--- src/rtl/wma_pkg.sv ---
// ----------------------------------------------------------------------------
// wma_pkg: shared types and constants of the windowed moving average unit
// Command codes, field widths, parameter defaults and the controller states.
// ----------------------------------------------------------------------------
package wma_pkg;

    // Parameter defaults
    localparam int WINDOW_MAX_DEF  = 16;
    localparam int SAMPLE_BITS_DEF = 24;

    // Fixed field widths
    localparam int CMD_W       = 2;
    localparam int WSIZE_W     = 5;
    localparam int COUNT_OUT_W = 5;

    // Window size after reset
    localparam logic [WSIZE_W-1:0] WSIZE_RESET = 5'd16;

    // Command codes (code 3 is the query and only reports the current state)
    typedef enum logic [CMD_W-1:0] {
        CMD_ADD   = 2'd0,
        CMD_CLEAR = 2'd1,
        CMD_HOLD  = 2'd2,
        CMD_QUERY = 2'd3
    } cmd_t;

    // Controller states
    typedef enum logic [2:0] {
        ST_IDLE,
        ST_UPDATE,
        ST_DIV,
        ST_DONE
    } state_t;

endpackage

--- src/rtl/windowed_moving_average_unit.sv ---
// The restoring divider produces one quotient bit per cycle over the SUM_W-bit running
// sum; an add passes the update state before it, a hold or query enters it directly,
// and a clear skips it. One transaction at a time: the next is taken once the result
// has moved into the output register and the unit is back in idle. Reset clears count,
// sum and ring pointer and loads the reset window size; the sample ring needs no
// clearing pass.
// ----------------------------------------------------------------------------
// windowed_moving_average_unit
// Simple moving average over a ring of recent samples held in one synchronous
// memory, with running sum, sample count and a sequential divider for the mean.
// ----------------------------------------------------------------------------
module windowed_moving_average_unit #(
    parameter int WINDOW_MAX  = wma_pkg::WINDOW_MAX_DEF,
    parameter int SAMPLE_BITS = wma_pkg::SAMPLE_BITS_DEF,
    localparam int IN_W  = ((SAMPLE_BITS + 7) / 8) * 8,
    localparam int OUT_W = ((SAMPLE_BITS + wma_pkg::COUNT_OUT_W + 7) / 8) * 8
) (
    input  logic                        aclk,
    input  logic                        aresetn,

    // Configuration write channel: window_size
    input  logic                        cfg_valid,
    output logic                        cfg_ready,
    input  logic [wma_pkg::WSIZE_W-1:0] cfg_data,

    // Input stream
    input  logic                        s_tvalid,
    output logic                        s_tready,
    input  logic [IN_W-1:0]             s_tdata,   // [SAMPLE_BITS-1:0] sample_value
    input  logic [wma_pkg::CMD_W-1:0]   s_tuser,   // [1:0] command

    // Result stream
    output logic                        m_tvalid,
    input  logic                        m_tready,
    output logic [OUT_W-1:0]            m_tdata    // average, then sample_count
);

    localparam int IDX_W  = $clog2(WINDOW_MAX);
    localparam int CNT_W  = $clog2(WINDOW_MAX + 1);
    localparam int SUM_W  = SAMPLE_BITS + CNT_W;
    localparam int DCNT_W = $clog2(SUM_W);

    // ------------------------------------------------------------------------
    // Registers
    // ------------------------------------------------------------------------
    wma_pkg::state_t            state_reg, state_next;
    wma_pkg::cmd_t              cmd_reg, cmd_next;
    logic [SAMPLE_BITS-1:0]     sample_reg, sample_next;
    logic [IDX_W-1:0]           oldest_reg, oldest_next;
    logic [CNT_W-1:0]           count_reg, count_next;
    logic [SUM_W-1:0]           sum_reg, sum_next;
    logic [wma_pkg::WSIZE_W-1:0] wsize_reg;
    logic [CNT_W-1:0]           div_rem_reg, div_rem_next;
    logic [SUM_W-1:0]           div_quo_reg, div_quo_next;
    logic [DCNT_W-1:0]          div_cnt_reg, div_cnt_next;
    logic [SAMPLE_BITS-1:0]     res_avg_reg, res_avg_next;
    logic [CNT_W-1:0]           res_cnt_reg, res_cnt_next;
    logic                       m_tvalid_reg, m_tvalid_next;
    logic [OUT_W-1:0]           m_tdata_reg, m_tdata_next;
    logic [SAMPLE_BITS-1:0]     rd_data_reg;

    // Sample ring memory
    logic [SAMPLE_BITS-1:0]     ring_mem [WINDOW_MAX];
    logic                       mem_we;
    logic [IDX_W-1:0]           mem_waddr;
    logic [SAMPLE_BITS-1:0]     mem_wdata;

    // Datapath helpers
    logic                       in_fire;
    logic                       out_free;
    logic [CNT_W-1:0]           eff_window;
    logic                       drop_oldest;
    logic [IDX_W-1:0]           oldest_d;
    logic [CNT_W-1:0]           count_d;
    logic [SUM_W-1:0]           sum_d;
    logic [IDX_W:0]             slot_sum;
    logic [IDX_W-1:0]           slot;
    logic [CNT_W:0]             rem_shift;
    logic                       quo_bit;
    logic [CNT_W-1:0]           rem_step;
    logic [SUM_W-1:0]           quo_step;
    logic [SAMPLE_BITS-1:0]     avg_final;

    assign cfg_ready = 1'b1;
    assign s_tready  = (state_reg == wma_pkg::ST_IDLE);
    assign in_fire   = s_tvalid && s_tready;
    assign out_free  = !m_tvalid_reg || m_tready;
    assign m_tvalid  = m_tvalid_reg;
    assign m_tdata   = m_tdata_reg;

    // Effective window: zero acts as one, large values saturate
    always_comb begin
        if (wsize_reg == '0) begin
            eff_window = CNT_W'(1);
        end else if (32'(wsize_reg) > 32'(WINDOW_MAX)) begin
            eff_window = CNT_W'(WINDOW_MAX);
        end else begin
            eff_window = CNT_W'(wsize_reg);
        end
    end

    // Drop of the oldest sample and slot of the new one
    always_comb begin
        drop_oldest = (count_reg >= eff_window) && (count_reg != '0);
        oldest_d    = oldest_reg;
        count_d     = count_reg;
        sum_d       = sum_reg;
        if (drop_oldest) begin
            sum_d   = sum_reg - SUM_W'(rd_data_reg);
            count_d = count_reg - CNT_W'(1);
            if (oldest_reg == IDX_W'(WINDOW_MAX - 1)) begin
                oldest_d = '0;
            end else begin
                oldest_d = oldest_reg + IDX_W'(1);
            end
        end
        slot_sum = (IDX_W + 1)'(oldest_d) + (IDX_W + 1)'(count_d);
        if (slot_sum >= (IDX_W + 1)'(WINDOW_MAX)) begin
            slot = IDX_W'(slot_sum - (IDX_W + 1)'(WINDOW_MAX));
        end else begin
            slot = IDX_W'(slot_sum);
        end
    end

    // One restoring division step: sum / count
    always_comb begin
        rem_shift = {div_rem_reg, div_quo_reg[SUM_W-1]};
        quo_bit   = (rem_shift >= {1'b0, count_reg});
        if (quo_bit) begin
            rem_step = CNT_W'(rem_shift - {1'b0, count_reg});
        end else begin
            rem_step = rem_shift[CNT_W-1:0];
        end
        quo_step  = {div_quo_reg[SUM_W-2:0], quo_bit};
        avg_final = (count_reg == '0) ? '0 : quo_step[SAMPLE_BITS-1:0];
    end

    // Next state
    always_comb begin
        state_next = state_reg;
        unique case (state_reg)
            wma_pkg::ST_IDLE: begin
                if (in_fire) begin
                    unique case (wma_pkg::cmd_t'(s_tuser))
                        wma_pkg::CMD_ADD:   state_next = wma_pkg::ST_UPDATE;
                        wma_pkg::CMD_CLEAR: state_next = wma_pkg::ST_DONE;
                        default:            state_next = wma_pkg::ST_DIV;
                    endcase
                end
            end
            wma_pkg::ST_UPDATE: state_next = wma_pkg::ST_DIV;
            wma_pkg::ST_DIV: begin
                if (div_cnt_reg == '0) begin
                    state_next = wma_pkg::ST_DONE;
                end
            end
            wma_pkg::ST_DONE: begin
                if (out_free) begin
                    state_next = wma_pkg::ST_IDLE;
                end
            end
            default: state_next = wma_pkg::ST_IDLE;
        endcase
    end

    // Datapath and outputs
    always_comb begin
        cmd_next      = cmd_reg;
        sample_next   = sample_reg;
        oldest_next   = oldest_reg;
        count_next    = count_reg;
        sum_next      = sum_reg;
        div_rem_next  = div_rem_reg;
        div_quo_next  = div_quo_reg;
        div_cnt_next  = div_cnt_reg;
        res_avg_next  = res_avg_reg;
        res_cnt_next  = res_cnt_reg;
        m_tdata_next  = m_tdata_reg;
        m_tvalid_next = m_tvalid_reg && !m_tready;
        mem_we        = 1'b0;
        mem_waddr     = slot;
        mem_wdata     = sample_reg;

        unique case (state_reg)
            wma_pkg::ST_IDLE: begin
                if (in_fire) begin
                    cmd_next     = wma_pkg::cmd_t'(s_tuser);
                    sample_next  = s_tdata[SAMPLE_BITS-1:0];
                    div_rem_next = '0;
                    div_quo_next = sum_reg;
                    div_cnt_next = DCNT_W'(SUM_W - 1);
                    if (wma_pkg::cmd_t'(s_tuser) == wma_pkg::CMD_CLEAR) begin
                        oldest_next  = '0;
                        count_next   = '0;
                        sum_next     = '0;
                        res_avg_next = '0;
                        res_cnt_next = '0;
                    end
                end
            end
            wma_pkg::ST_UPDATE: begin
                // old sample read at acceptance is in rd_data_reg now
                mem_we       = 1'b1;
                oldest_next  = oldest_d;
                count_next   = count_d + CNT_W'(1);
                sum_next     = sum_d + SUM_W'(sample_reg);
                div_rem_next = '0;
                div_quo_next = sum_d + SUM_W'(sample_reg);
            end
            wma_pkg::ST_DIV: begin
                div_rem_next = rem_step;
                div_quo_next = quo_step;
                div_cnt_next = div_cnt_reg - DCNT_W'(1);
                if (div_cnt_reg == '0) begin
                    res_avg_next = avg_final;
                    res_cnt_next = count_reg;
                    if (cmd_reg == wma_pkg::CMD_HOLD) begin
                        // window collapses to one entry holding the mean
                        mem_we       = 1'b1;
                        mem_waddr    = '0;
                        mem_wdata    = avg_final;
                        oldest_next  = '0;
                        count_next   = CNT_W'(1);
                        sum_next     = SUM_W'(avg_final);
                        res_cnt_next = CNT_W'(1);
                    end
                end
            end
            wma_pkg::ST_DONE: begin
                if (out_free) begin
                    m_tvalid_next = 1'b1;
                    m_tdata_next  = OUT_W'({wma_pkg::COUNT_OUT_W'(res_cnt_reg), res_avg_reg});
                end
            end
            default: ;
        endcase
    end

    // Control registers
    always_ff @(posedge aclk) begin
        if (!aresetn) begin
            state_reg    <= wma_pkg::ST_IDLE;
            oldest_reg   <= '0;
            count_reg    <= '0;
            sum_reg      <= '0;
            wsize_reg    <= wma_pkg::WSIZE_RESET;
            m_tvalid_reg <= 1'b0;
        end else begin
            state_reg    <= state_next;
            oldest_reg   <= oldest_next;
            count_reg    <= count_next;
            sum_reg      <= sum_next;
            m_tvalid_reg <= m_tvalid_next;
            if (cfg_valid && cfg_ready) begin
                wsize_reg <= cfg_data;
            end
        end
    end

    // Payload registers
    always_ff @(posedge aclk) begin
        cmd_reg     <= cmd_next;
        sample_reg  <= sample_next;
        div_rem_reg <= div_rem_next;
        div_quo_reg <= div_quo_next;
        div_cnt_reg <= div_cnt_next;
        res_avg_reg <= res_avg_next;
        res_cnt_reg <= res_cnt_next;
        m_tdata_reg <= m_tdata_next;
    end

    // Sample ring: one write port, registered read of the oldest entry
    always_ff @(posedge aclk) begin
        if (mem_we) begin
            ring_mem[mem_waddr] <= mem_wdata;
        end
        rd_data_reg <= ring_mem[oldest_reg];
    end

endmodule

--- config.mk ---
export PLATFORM = sky130hd
export DESIGN_NAME = windowed_moving_average_unit
export DESIGN_NICKNAME = d
export VERILOG_FILES = /design/src/rtl/wma_pkg.sv /design/src/rtl/windowed_moving_average_unit.sv
export SDC_FILE = /design/constraint.sdc
export NUM_CORES = 1
export LEC_CHECK = 0
export BUFFER_PORTS_ARGS = -buffer_cell sky130_fd_sc_hd__buf_4
export CORE_ASPECT_RATIO = 1.4
export CORE_MARGIN = 8
export CORE_UTILIZATION = 44
export CTS_CLUSTER_SIZE = 20
export DETAILED_ROUTE_END_ITERATION = 7
export MAX_ROUTING_LAYER = met4
export PLACE_DENSITY_LB_ADDON = 0.08
export SYNTH_ARGS = -nofsm -noshare
export SYNTH_HDL_FRONTEND = slang
export SYNTH_SLANG_ARGS = --single-unit
--- constraint.sdc ---
create_clock -name aclk -period 7.1 [get_ports aclk]
set_input_delay 1.42 -clock aclk [delete_from_list [all_inputs] [get_ports aclk]]
set_output_delay 1.42 -clock aclk [all_outputs]
set_load 0.02 [all_outputs]
======== Word-level counts from Yosys, hierarchy flattened ========
Memory sizes are Yosys's and may differ from the RTL's. A register that Yosys moved wholly into a read port is not among the register bits.
Cells that the tools add are included.
W data, S select, Z words.
storage, ports and cells
  word-level logic and storage cells ...... 114
  memories kept ........................... 1
  bits of input ports ..................... 36
  RAM bits ................................ 384
  flip-flop bits (word level) ............. 170
operators by class
  magnitude comparators ................... 4
  $add $sub $neg .......................... 9
  reductions and logical operators ........ 22
  equal/unequal tests ..................... 11
  mux-type cells .......................... 53
memory list
  memory    depth  bits a word  rd ports  clocked after memory_dff  write ports  RTL line                            text
  ring_mem  16     24           1         1                         1            windowed_moving_average_unit.sv:63  logic [SAMPLE_BITS-1:0] ring_mem [WINDOW_MAX];
operators by type and width
  operator               count
  $mux W29               6
  $pmux W29 S3           2
  $mux W24               7
  $mux W5                10
  $pmux W24 S2           1
  $mux W4                10
  $pmux W5 S3            2
  $add A29 B24 Y29       1
  $sub A29 B24 Y29       1
  $pmux W5 S2            2
  $logic_not A5 Y1       3
  $pmux W3 S4            1
  $pmux W4 S3            1
  $sub A5 B1 Y5 const B  2
  $mux W3                3
  $reduce_and A2 Y1      4
  $reduce_and A4 Y1      2
  $eq A3 B2 Y1 const B   2
  $ge A6 B5 Y1           1
  $mux W1                6
  $ne A2 B2 Y1 const B   3
  $add A4 B5 Y5          1
  $add A5 B1 Y5 const B  1
  $ge A5 B5 Y1           1
  22 further kinds       26

======== Depth between registers and ports, before layout ========
Gate-level depths: netlist (run 1).
  depth after elaboration ................. 12
  depth in mapped cells ................... 24
  mapped depth without buffers ............ 22

======== Worst setup path after synthesis (run 1) ========
OpenSTA, ideal clock, no wires.
  kind .................................... register to register
  start ................................... register wsize_reg[1] in the netlist's numbering
  end ..................................... register div_quo_reg[26] (data pin)
  stages on the path, launching flop included .. 24
  data required time ...................... 6839 ps
  clock period less this slack ............ 4749 ps
  arrival ................................. 4489 ps
  buffers on the path ..................... 2
  setup slack ............................. 2351 ps
  path through ............................ dfxtp_1 nor3_1 nor2_1 nor2_1 ha_1 nor2b_1 o21ai_0 a211o_1 nand2_2 clkbuf_1 clkbuf_1 o21ai_0 ha_1 fa_1 nand3_1 and2_1 o211ai_1 a31o_2 a31o_2 a31oi_1 a21oi_1 nand3_2 xnor2_1 a221o_1
between the ends
  longest elaborated chain between the ends .. 8
  elaborated cells between the ends (all ways) .. 9
ends and longest elaborated chain
  what                      RTL line                             text
  start: declaration        windowed_moving_average_unit.sv:52   logic [wma_pkg::WSIZE_W-1:0] wsize_reg;
  start signal: assignment  windowed_moving_average_unit.sv:246  wsize_reg <= wma_pkg::WSIZE_RESET;
  start signal: assignment  windowed_moving_average_unit.sv:255  wsize_reg <= cfg_data;
  $gt A5 B5 Y1              windowed_moving_average_unit.sv:95   end else if (32'(wsize_reg) > 32'(WINDOW_MAX)) begin
  $mux W5                   windowed_moving_average_unit.sv:95
  $mux W5 (*)               windowed_moving_average_unit.sv:93   if (wsize_reg == '0) begin
  $ge A5 B5 Y1 (*)          windowed_moving_average_unit.sv:104  drop_oldest = (count_reg >= eff_window) && (count_reg != '0);
  $logic_and A1 B1 Y1 (*)   windowed_moving_average_unit.sv:104
  $mux W29 (*)              windowed_moving_average_unit.sv:108  if (drop_oldest) begin
  $add A29 B24 Y29 (*)      windowed_moving_average_unit.sv:208  div_quo_next = sum_d + SUM_W'(sample_reg);
  $pmux W29 S3 (*)          windowed_moving_average_unit.sv:184  unique case (state_reg)
  net div_quo_next[26]      windowed_moving_average_unit.sv:54   logic [SUM_W-1:0] div_quo_reg, div_quo_next;
  end signal: assignment    windowed_moving_average_unit.sv:265  div_quo_reg <= div_quo_next;
  end: declaration          windowed_moving_average_unit.sv:54
The timed path passes the listed nets; every way through them passes the cells marked *.
A chain may end at the register's enable or synchronous reset.

======== Final worst setup path (run 1) ========
  start ................................... register wsize_reg[1] in the netlist's numbering
  end ..................................... register div_quo_reg[25] (data pin)
Same word-level chain as after synthesis.

==> results.txt, run 1 <==
In this run the tightest slew margin relative to its limit is 26.3%. The first-iteration detailed-routing DRC count came out at 1196. The transition time at the pin with the least slew margin is 1110 ps. The count of pins on the block boundary is 71.

The starting density of the core is 44.2%. The setup clock skew after layout came out at 29.2 ps. The initial antenna violation count is 0. The share of cells above drive strength 1 came out at 19.7%. The worst-path cell with the longest stage delay is o31ai_1. The total clock buffers created by CTS came out at 55. In this run the critical register-to-register path is launched from wsize_reg[1]$_SDFFE_PN0P_. In this run the mean area of a mapped cell was 15.4 um^2. The number of enable-type register cells in the synthesized netlist is 507. The routed wirelength normalized by instance count is 23.8 um.

The number of instances in the synthesized netlist came out at 1644. The net load switching power came out at 2.59 mW. The wire length of the first global-routing pass is 90500 um.

The final period utilization is 73.9%. The H-tree was split into 2 levels. The width of the chip came out at 218 um. Following the worst setup path forward leads to its endpoint at div_quo_reg[25]$_DFFE_PP_. At the placement stage, the worst setup path has a slack of 1880 ps.

IR analysis of the VDD net gives a maximum drop of 0.214 mV. The critical path depth came out at 20. The count of antenna diodes in the layout came out at 0. The sequential fraction of design power came out at 48.6%. The final wirelength came out at 59700 um.

The critical path's top delay family is compound AO/OA/AOI/OAI gates. The antenna violation net count after detailed routing is 0. The fraction of registers with async set/reset is 0%. The clock root buffer is clkbuf_16. The Yosys warning count is 0. The area of the die is 65400 um^2. The maximum clock insertion buffer count came out at 3. The kind of critical path is flip-flop to flip-flop.

On the worst path, the slowest cell contributes a delay of 790 ps. The synthesized flop and latch total is 577. In this run the power density over the cells is 318 nW/um^2. The slack of the worst reg-to-reg path is 1850 ps. The last weighted congestion value of the routability-driven placer came out at 0.870. The layout overhead on the synthesized area came out at 13.3%.

The count of instances resized after the clock tree is built is 0. The post-route minimum period is 5250 ps. In this run the critical register-to-register path is captured at div_quo_reg[25]$_DFFE_PP_. The standard-cell row count is 104. Counting the fill cells in the layout gives 4811. The count of cells in the finished layout, fillers not included, comes to 2505. The kind of path behind the tightest hold check is flip-flop to flip-flop. The critical path goes through nor3_1 > nor2_1 > nor2_1 > ha_1 > nor2b_1 > o21ai_0 > a211o_1 > nand2_2 > o21ai_0 > ha_1 > o21ai_0 > o21bai_1 > nor2b_1 > o31ai_1 > a21boi_0 > o211a_1 > o21a_2 > xor2_1 > a221oi_1 > nor2_1. The final design utilization is 50.1%. Setup repair after global routing left no endpoint under its margin. The die extent in y is 299 um. The number of detailed-route iterations in the first pass came out at 6. The area of the core came out at 57100 um^2.

The clock-pin slew reported for the worst setup and hold paths after clock tree synthesis came out at 60 ps. The worst-path maximum fanout came out at 25. Entering global routing, the biggest net connects 57 pins.

The CTS tree is yes. The remaining design rule violation count is 0. The number of clock sinks came out at 577. The final hold slack came out at 418 ps. The number of setup buffers added after CTS is 0. The critical path capture point type is a flip-flop. Tracing the worst setup path back leads to its startpoint at wsize_reg[1]$_SDFFE_PN0P_. For the worst-skew pair, the clock arrives at the later sink with an insertion delay of 620 ps.

STA puts the critical path data arrival time at 5600 ps. The final setup TNS came out at 0 ps. The sum of buffers and inverters on the critical path is 0. The final count of negative-setup-slack endpoints is 0. The number of global-route vias before repair came out at 14600.

The worst path setup slack after routing came out at 1850 ps. The part of the Yosys area used for sequential elements is 65.9%. The share of total power in combinational logic came out at 17.6%. The via count is 14000. The detail-routed via count per cell came out at 5.60.

ring_mem holds more flip-flops than any other register. The final hold violation count was 0. The total of hold buffers inserted after clock tree synthesis is 0. The max-capacitance violation count came out at 0. The element type at the critical path start is a flip-flop. The switching portion of total power came out at 28.5%. The overall overflow remaining after global route came out at 0. The netlist area before placement came out at 25200 um^2.

The flow ran to the end, and the final reports show no timing, DRC or antenna violations. The internal portion of the total power is 6.49 mW. The worst reg-to-reg path cell count came out at 20. The final-stage net count is 1830. The port buffer count is 66. The clock network burns 33.8% of the power. The static power due to leakage is 9.69 nW. STA puts the critical path data required time at 7450 ps. The half-perimeter wire length of the detailed placement result is 40600 um.

The total global-route track usage is 18.8%. The total count of max-transition violations in the final report came out at 0. The number of placed cells counting well taps came out at 2402. The number of distinct standard cells referenced by the synthesized netlist came out at 72.

The register with the most flip-flops in the layout has 384 of them. Static timing analysis puts the maximum clock frequency at 191 MHz. The dominant synthesized flop cell is edfxtp_1.
stage by stage:
step	power, mW	instance area, um^2
floorplan	5.45	25200
global route	9.50	28600
global placement	6.08	26700
finish	9.09	28600
CTS	9.19	28600
detailed placement	6.09	26700
cells in the final DEF (no fill, tap or decap), types with 23 or more instances in the layout:
cell,instances
a21o_1,23
a21oi_1,83
a22o_1,25
and2_1,38
buf_4,90
clkbuf_16,55
dfxtp_1,67
edfxtp_1,507
ha_1,71
inv_1,51
mux4_2,120
nand2_1,125
nand3_1,24
nor2_1,67
nor2b_1,30
o21ai_0,69
xnor2_1,38
xor2_1,27
worst min path at each step:
stage,slack (ps),endpoint,startpoint,depth (start not counted)
after global placement,400,m_tdata[26]$_DFFE_PP_,res_cnt_reg[2]$_SDFFCE_PN0P_,0
final,420,m_tdata[22]$_DFFE_PP_,res_avg_reg[22]$_SDFFCE_PN0P_,0
after global routing,420,m_tdata[4]$_DFFE_PP_,res_avg_reg[4]$_SDFFCE_PN0P_,0
after detailed placement,400,m_tdata[24]$_DFFE_PP_,res_cnt_reg[0]$_SDFFCE_PN0P_,0
after floorplan,400,m_tdata[0]$_DFFE_PP_,res_avg_reg[0]$_SDFFCE_PN0P_,0
after CTS,420,m_tdata[22]$_DFFE_PP_,res_avg_reg[22]$_SDFFCE_PN0P_,0
area by class of cell:
| type | count | area (um^2) | area share, % |
|---|---|---|---|
| Clock buffer | 60 | 1410 | 4.91 |
| Inverter | 52 | 195 | 0.682 |
| Clock inverter | 43 | 507 | 1.77 |
| Timing Repair Buffer | 90 | 676 | 2.36 |
| Multi-Input combinational cell | 941 | 8250 | 28.9 |
| Tap cell | 742 | 928 | 3.25 |
| Sequential cell | 577 | 16600 | 58.2 |
metal layers:
layer	GRT usage, %	vias up	share of wire (%)	routed length, um
met3	3.09	84	5.5	3300
met5	-	-	0	0
li1	-	6490	-	-
met4	5.14	0	2.5	1470
met1	24.0	7092	42	25000
met2	31.0	374	50	29900
power by group through the flow:
stage	Combinational, mW	Clock (mW)	Sequential (mW)
global placement	1.60	0	4.48
detailed placement	1.61	0	4.48
finish	1.60	3.07	4.41
global route	1.77	3.29	4.45
CTS	1.62	3.16	4.42
floorplan	1.01	0	4.43
cells by family (layout without fill, tap and decap cells):
family	after synthesis	after routing	synth area share, %
fa+ha+maj	77	77	3.94
compound gates	311	311	8.18
simple gates	356	356	6.68
other cells	2	4	0.0298
flops	577	577	65.9
xor+xnor	66	66	2.32
buf+inv	128	245	1.99
mux	127	127	11.0
worst reg2reg max path: cells and delay by family (launching register included):
kind,cells,cell delay (ps)
xor+xnor,1,160
fa+ha+maj,2,590
flops,1,330
compound gates,10,2840
simple gates,7,1060
cell usage after synthesis (3+ instances only):
cell      count  area share [%]
a21boi_0     15            0.45
edfxtp_1    507              60
nand4_1       3           0.074
a22oi_1       6            0.18
xor2_1       27            0.94
buf_1        18            0.27
a221o_1       3            0.12
o211ai_1      8            0.24
nor2_1       85             1.3
o31ai_1       6            0.18
and3_1        7            0.17
nand3_1      24            0.48
nand2_1     125             1.9
nor3_1       14            0.28
fa_1          4            0.32
a221oi_1      7            0.24
dfxtp_1      70             5.6
a21oi_1      83             1.6
nand4b_1      3            0.10
nand2b_1      8            0.20
a31oi_1      15            0.37
o21a_1        5            0.15
a211oi_1      9            0.27
inv_1        51            0.76
ha_1         73             3.6
buf_2         5           0.099
o21ai_1       5           0.099
or3_1         4           0.099
o21bai_1      8            0.24
nor2b_1      31            0.77
and2_1       38            0.94
mux2i_1       6            0.24
mux4_2      120              11
o21ai_0      69             1.4
a21o_1       23            0.68
clkbuf_1     49            0.73
buf_4         4            0.12
a22o_1       25            0.87
xnor2_1      38             1.3
Power figures use the tool's default switching activity.
==> inputs of run 2 (changes only) <==
clock period = 5.3 ns   (was 7.1 ns; I/O delays follow)
==> run 2 against run 1 <==
Register-to-register slack got worse by 1600 ps. Non-clock buffer count increased by 29. Combinational power increased by 33%. Utilization increased by 0.43 points. Clock skew decreased by 10 ps. Worst setup slack got worse by 1600 ps. Routed wire length increased by 3.9%. Clock power increased by 28%. Hold slack about the same. Critical path type unchanged. Largest cell class unchanged.
==> results.txt, run 2 (synthesized netlist as in run 1, its figures left out) <==
The remaining max-slew budget at the tightest pin is 39.3%. The count of pins on the block boundary is 71. After detailed routing, the total wire length is 62000 um. The share of cells above drive strength 1 is 20.6%. The initial antenna violation count came out at 0. The count of instances resized after the clock tree is built is 0.

The clock-pin slew reported for the worst setup and hold paths after clock tree synthesis is 60 ps. The final count of negative-setup-slack endpoints came out at 0. The leading cell type in the layout, fill and taps excluded is edfxtp_1.

Signal routing reaches up to met4. For this run the aggregate overflow at the end of global routing stands at 0. The finished cells cover 28800 um^2.

The worst setup path is captured at a flip-flop. The port buffer count came out at 66. In this run, CTS created clock tree buffers numbering 54. The area of the core came out at 57100 um^2. The number of detailed-route iterations in the first pass is 5. The total of hold buffers inserted after clock tree synthesis is 0. The total area of multi-input combinational cells is 8250 um^2.

The post-route minimum period came out at 5060 ps. The max-capacitance violation count came out at 0. The number of placed cells counting well taps came out at 2431. The maximum clock insertion buffer count came out at 3. The CTS H-tree depth came out at 2. The total met3 wirelength after detailed routing came out at 2780 um. The worst path arrival time is 5430 ps. The standard-cell row count came out at 104.

The wire length of the first global-routing pass came out at 93400 um. The width of the chip is 218 um. At the pin with the least slew margin, the transition time is 910 ps. The slack of the worst reg-to-reg path came out at 240 ps. Among cell families on the critical path, the largest total delay comes from compound AO/OA/AOI/OAI gates. The pin count of the biggest net entering global routing is 56. The clock insertion delay at the later pin of the skew report is 620 ps.

The half-perimeter wire length of the detailed placement result is 39400 um. The worst-path maximum fanout came out at 4. Walking the worst path, the cells encountered are inv_1 > ha_1 > inv_1 > fa_1 > a211oi_2 > o21ai_0 > a21o_1 > a21oi_1 > xor2_1 > o21ai_0 > ha_1 > and3_1 > nand3_1 > o211ai_1 > a31o_2 > a31o_2 > a31oi_1 > a21oi_1 > nand3_2 > xnor2_1 > a221o_1.

The static power due to leakage came out at 9.82 nW. The total routed wire length on the met1 layer came out at 25100 um. Setup repair after global routing left no endpoint under its margin.

The number of setup buffers added after CTS is 0. The critical path required time came out at 5660 ps. The first-iteration detailed-routing DRC count is 988. The register with the most flip-flops in the final layout is ring_mem. For this configuration, the core starts out at a cell density of 44.2%.

The area of the die is 65400 um^2. For the final routed database, the setup TNS stands at 0 ps. The antenna violation net count after detailed routing came out at 0. The sum of buffers and inverters on the critical path came out at 2. The finished layout holds 2532 standard cells, fillers aside. By startpoint and endpoint, the worst setup path is classified as flip-flop to flip-flop. The final hold violation count is 0. After detailed routing, the number of vias per cell comes to 5.69. The final hold slack came out at 418 ps. The maximum single-stage delay on the critical path came out at 420 ps.

The footprint of the flip-flops and latches is 16600 um^2. The layout overhead on the synthesized area came out at 14.3%. The routed wirelength normalized by instance count is 24.5 um. TritonCTS built the clock tree. The remaining design rule violation count came out at 0. The final period utilization is 95.5%. The run finished with clean final reports. In this run the power density over the cells is 416 nW/um^2. The final-layout fill cell count came out at 4720.

Leaving out fill and tap cells, the most frequent cells in the layout are edfxtp_1, nand2_1, mux4_2. The post-placement cell area is 27000 um^2. Between clock sinks in the finished design, the worst skew comes to 18.9 ps.

The last weighted congestion value of the routability-driven placer came out at 0.883. The final-stage net count is 1858. The count of antenna diodes in the layout came out at 0. The maximum achievable frequency is 197 MHz. The min-delay analysis places its worst path in the category flip-flop to flip-flop. The total count of max-transition violations in the final report came to 0. The worst-path cell with the longest stage delay is fa_1. The met2 wire length came out at 32500 um. In this run the clock root is driven by a clkbuf_16.

The floorplan step set the die height to 299 um. Across all layers, the routed design uses 14400 vias. The total global-route track usage came out at 19.5%. The number of flip-flops in the largest register came out at 384. The worst-case IR drop observed on VDD is 0.300 mV.

The worst setup path is launched from a flip-flop. Clock tree synthesis found a total of 577 sinks. The number of global-route vias before repair is 15100.
==> run 2: changes by cell type in the layout (fill, tap and decap cells not counted), sizes merged <==
cell,change
inv,-1
clkbuf,+10
clkinv,-8
clkinvlp,+1
bufinv,-4
buf,+29
==> run 2: layout make-up <==
cell class,count,share of cell area (%)
clock inverter,31,1.16
tap,742,3.22
sequential,577,57.7
inverter,52,0.677
clock buffer,70,5.14
timing repair buffer,119,3.53
multi-input combinational,941,28.6
==> run 2: metal layers <==
layer | up-vias | GRT usage, %
li1 | 6536 | -
met1 | 7419 | 23.2
met2 | 361 | 34.2
met3 | 97 | 2.48
met4 | 0 | 6.01
met5 | - | -
==> run 2: report_power, final <==
| group | switching [mW] | total [mW] | internal (mW) |
|---|---|---|---|
| logic | 1.48 | 2.13 | 0.650 |
| clock network | 1.71 | 3.94 | 2.23 |
| registers | 0.237 | 5.93 | 5.69 |
==> run 2: worst register-to-register path, stage by stage (launching register included) <==
cell,delay (ps)
dfxtp_1,340
inv_1,70
ha_1,150
inv_1,50
fa_1,420
a211oi_2,310
o21ai_0,200
a21o_1,210
a21oi_1,160
xor2_1,150
o21ai_0,120
ha_1,340
and3_1,170
nand3_1,110
o211ai_1,420
a31o_2,260
a31o_2,230
a31oi_1,160
a21oi_1,350
nand3_2,120
xnor2_1,150
a221o_1,310
==> run 2: path summary, 6_finish.rpt <==
| kind | start | endpoint | cells past startpoint |
|---|---|---|---|
| hold reg to reg | res_avg_reg[14]$_SDFFCE_PN0P_ | m_tdata[14]$_DFFE_PP_ | 0 |
| hold / removal | res_avg_reg[14]$_SDFFCE_PN0P_ | m_tdata[14]$_DFFE_PP_ | 0 |
| setup / recovery | sum_reg[0]$_SDFFE_PN0P_ | div_quo_reg[26]$_DFFE_PP_ | 21 |
| setup reg to reg | sum_reg[0]$_SDFFE_PN0P_ | div_quo_reg[26]$_DFFE_PP_ | 21 |
==> run 2: metrics by stage <==
stage | util (%) | power (mW) | setup slack [ps]
3_3_place_gp | 47.3 | 8.11 | 357
3_5_place_dp | 47.3 | 8.15 | 286
2_1_floorplan | - | 7.30 | 551
6_report | 50.5 | 12.0 | 237
5_1_grt | 50.5 | 12.5 | 7.72
4_1_cts | 50.5 | 12.1 | 269
==> inputs of run 3 (changes only) <==
CORE_MARGIN = 5   (was 8)
CORE_UTILIZATION = 45   (was 44)
PLACE_DENSITY = 0.64   (was not set)
PLACE_DENSITY_LB_ADDON = not set   (was 0.08)
==> run 3 against run 2 <==
Register-to-register slack better by 60 ps. Critical path type unchanged. Highest routed layer unchanged. Hold slack lost 4.4 ps. Routed wire length decreased by 5.2%. Critical endpoint unchanged. Worst setup slack better by 61 ps.
==> results.txt, run 3 (synthesized netlist as in run 1, its figures left out) <==
The flow ran to the end, and the final reports show no timing, DRC or antenna violations. The layout overhead on the synthesized area came out at 13.6%. The setup clock skew after layout came out at 19.0 ps.

The worst path arrival time is 5340 ps. Clock tree synthesis selected as its root buffer the cell clkbuf_16. The core region is 55400 um^2.

The post-route minimum period came out at 5000 ps. The routed wirelength normalized by instance count is 23.4 um. The cell-internal power came out at 8.58 mW. The pre-CTS setup slack is 272 ps. The maximum clock insertion buffer count came out at 3. The remaining design rule violation count came out at 0.

The sequential fraction of design power is 49.6%. The final count of negative-setup-slack endpoints is 0. The remaining max-slew budget at the tightest pin is 38.5%. At the worst endpoint, the required time is 5640 ps.

The width of the chip came out at 210 um. The leading cell type in the layout, fill and taps excluded is edfxtp_1. TritonCTS built the clock tree.

The switching portion of total power came out at 28.2%. The share of total power in the clock network came out at 33.1%. The cell repeated most along the worst path is o21ai_0.

The die is 290 um tall. The final hold violation count was 0. Along the worst path, the maximum fanout reaches 35.

The kind of cell with the highest combined delay along the critical path is compound AO/OA/AOI/OAI gates. The final wirelength came out at 58800 um. The antenna violation net count after detailed routing is 0. Derived from the worst setup path, the maximum achievable clock frequency is 200 MHz.

In the global route stage, overall resource usage came out at 19.6%. The floorplan has 102 rows. The initial antenna violation count is 0. The worst-path cell with the longest stage delay is o21ai_0. The first global-routing pass estimated 89600 um of wire. Summed over all layers, the global routing overflow is 0. The area of the die is 61000 um^2.

The count of pins on the block boundary came out at 71. The tightest min-delay check is of the flip-flop to flip-flop type. In the layout the commonest cells are edfxtp_1, nand2_1, mux4_2. The total clock buffers created by CTS is 52. The final period utilization came out at 94.4%. The half-perimeter wire length of the detailed placement result came out at 37300 um.

The number of detailed-route iterations in the first pass is 5. The share of total power in combinational logic is 17.3%. The net load switching power is 3.38 mW. The detail-routed via count per cell is 5.74. The power density over the cells came out at 417 nW/um^2.

For this run, the slowest stage of the critical path takes 400 ps. STA classifies the critical path endpoint as a flip-flop. For the pin with the worst max-slew slack, the measured transition is 922 ps.

The worst path setup slack after routing is 297 ps. The pin count of the biggest net entering global routing came out at 57. Of the cells placed in the final design, the portion with a size suffix greater than 1 is 20.3%. Setup total negative slack on the finished layout was measured at 0 ps. The signal on the critical path passes through nor3_1 > nor2_1 > nor2_1 > ha_1 > nor2b_1 > o21ai_0 > a211o_1 > nand2_2 > buf_6 > o21ai_0 > ha_1 > a21oi_1 > o21ai_0 > a21o_1 > a31o_2 > a31o_2 > a31oi_1 > a21oi_1 > nand3_2 > xnor2_1 > a221o_1. The register with the most flip-flops in the layout has 384 of them. The sum of buffers and inverters on the critical path is 1.

The via count is 14400. Once the floorplan was initialized, standard cells occupied 45.6% of the core. The port buffer count is 66.

The clock insertion delay at the later pin of the skew report came out at 600 ps. The critical path in this run is classified as flip-flop to flip-flop. The number of clock sinks came out at 577. Setup repair after global routing left no endpoint under its margin. The number of global-route vias before repair is 14900. The net count of the finished layout is 1851. Across the run, the number of max-cap violations was 0. The last weighted congestion value of the routability-driven placer came out at 0.964. The largest vdd supply drop came out at 0.340 mV. The static power due to leakage is 9.77 nW. The register containing the most flip-flops in the final layout is ring_mem.

The total count of max-transition violations in the final report is 0. The worst setup path is launched from a flip-flop. The clock-pin slew reported for the worst setup and hold paths after clock tree synthesis came out at 60 ps. The final-layout fill cell count came out at 4494. The first-iteration detailed-routing DRC count is 1104. The H-tree generated during clock tree synthesis spans 2 levels.
-- run 3: path summary, 6_finish.rpt --
kind | from | to | slack [ps] | cells past startpoint
max | wsize_reg[1]$_SDFFE_PN0P_ | div_quo_reg[26]$_DFFE_PP_ | 300 | 21
min | res_avg_reg[14]$_SDFFCE_PN0P_ | m_tdata[14]$_DFFE_PP_ | 410 | 0
min reg2reg | res_avg_reg[14]$_SDFFCE_PN0P_ | m_tdata[14]$_DFFE_PP_ | 410 | 0
max reg2reg | wsize_reg[1]$_SDFFE_PN0P_ | div_quo_reg[26]$_DFFE_PP_ | 300 | 21
-- run 3: power groups by stage --
stage,registers [mW],logic (mW),clock network (mW)
4_1_cts,5.93,2.07,4.05
2_1_floorplan,5.94,1.36,0
5_1_grt,5.96,2.27,4.24
3_3_place_gp,6.01,2.01,0
6_report,5.93,2.07,3.96
3_5_place_dp,6.02,2.06,0
-- run 3: layout make-up --
class                           instances  area [um^2]  share of cell area, %
Timing Repair Buffer                  114          947                   3.30
Clock inverter                         35          434                   1.51
Multi-Input combinational cell        941         8180                   28.5
Sequential cell                       577        16600                   58.0
Tap cell                              728          911                   3.18
Clock buffer                           62         1370                   4.77
Inverter                               52          195                  0.681
Antenna cell                            1         2.50                0.00873
-- run 3: worst register-to-register path, stage by stage (launching register included) --
cell and delay (ps):
dfxtp_1 330, nor3_1 190, nor2_1 60, nor2_1 120, ha_1 250, nor2b_1 110, o21ai_0 130, a211o_1 360
nand2_2 280, buf_6 300, o21ai_0 140, ha_1 370, a21oi_1 80, o21ai_0 400, a21o_1 190, a31o_2 130
a31o_2 230, a31oi_1 140, a21oi_1 350, nand3_2 120, xnor2_1 150, a221o_1 300
-- run 3: what timing repair did --
item | in CTS | in global routing
endpoints found under the setup margin | 0 | 3
setup buffers | 0 | 1
resized for setup | 0 | 1
hold buffers | 0 | 0
-- run 3: routing by layer --
| metal | up-vias | GRT usage [%] | wire, um | part of all wire [%] |
|---|---|---|---|---|
| li1 | 6524 | - | - | - |
| met1 | 7254 | 23.7 | 22800 | 39 |
| met3 | 143 | 2.58 | 2970 | 5.1 |
| met5 | - | - | 0 | 0 |
| met4 | 0 | 7.71 | 2570 | 4.4 |
| met2 | 479 | 33.5 | 30400 | 52 |
-- run 3: stage by stage --
step                power (mW)  std cells  area, um^2  hold WS (ps)  util (%)
detailed placement        8.08       2411       26900           406      48.5
finish                    12.0       2510       28700           414      51.8
global placement          8.02       2411       26900           401      48.5
global route              12.5       2509       28700           430      51.8
CTS                       12.0       2508       28700           420      51.7
floorplan                 7.30       1646       25200           400         -
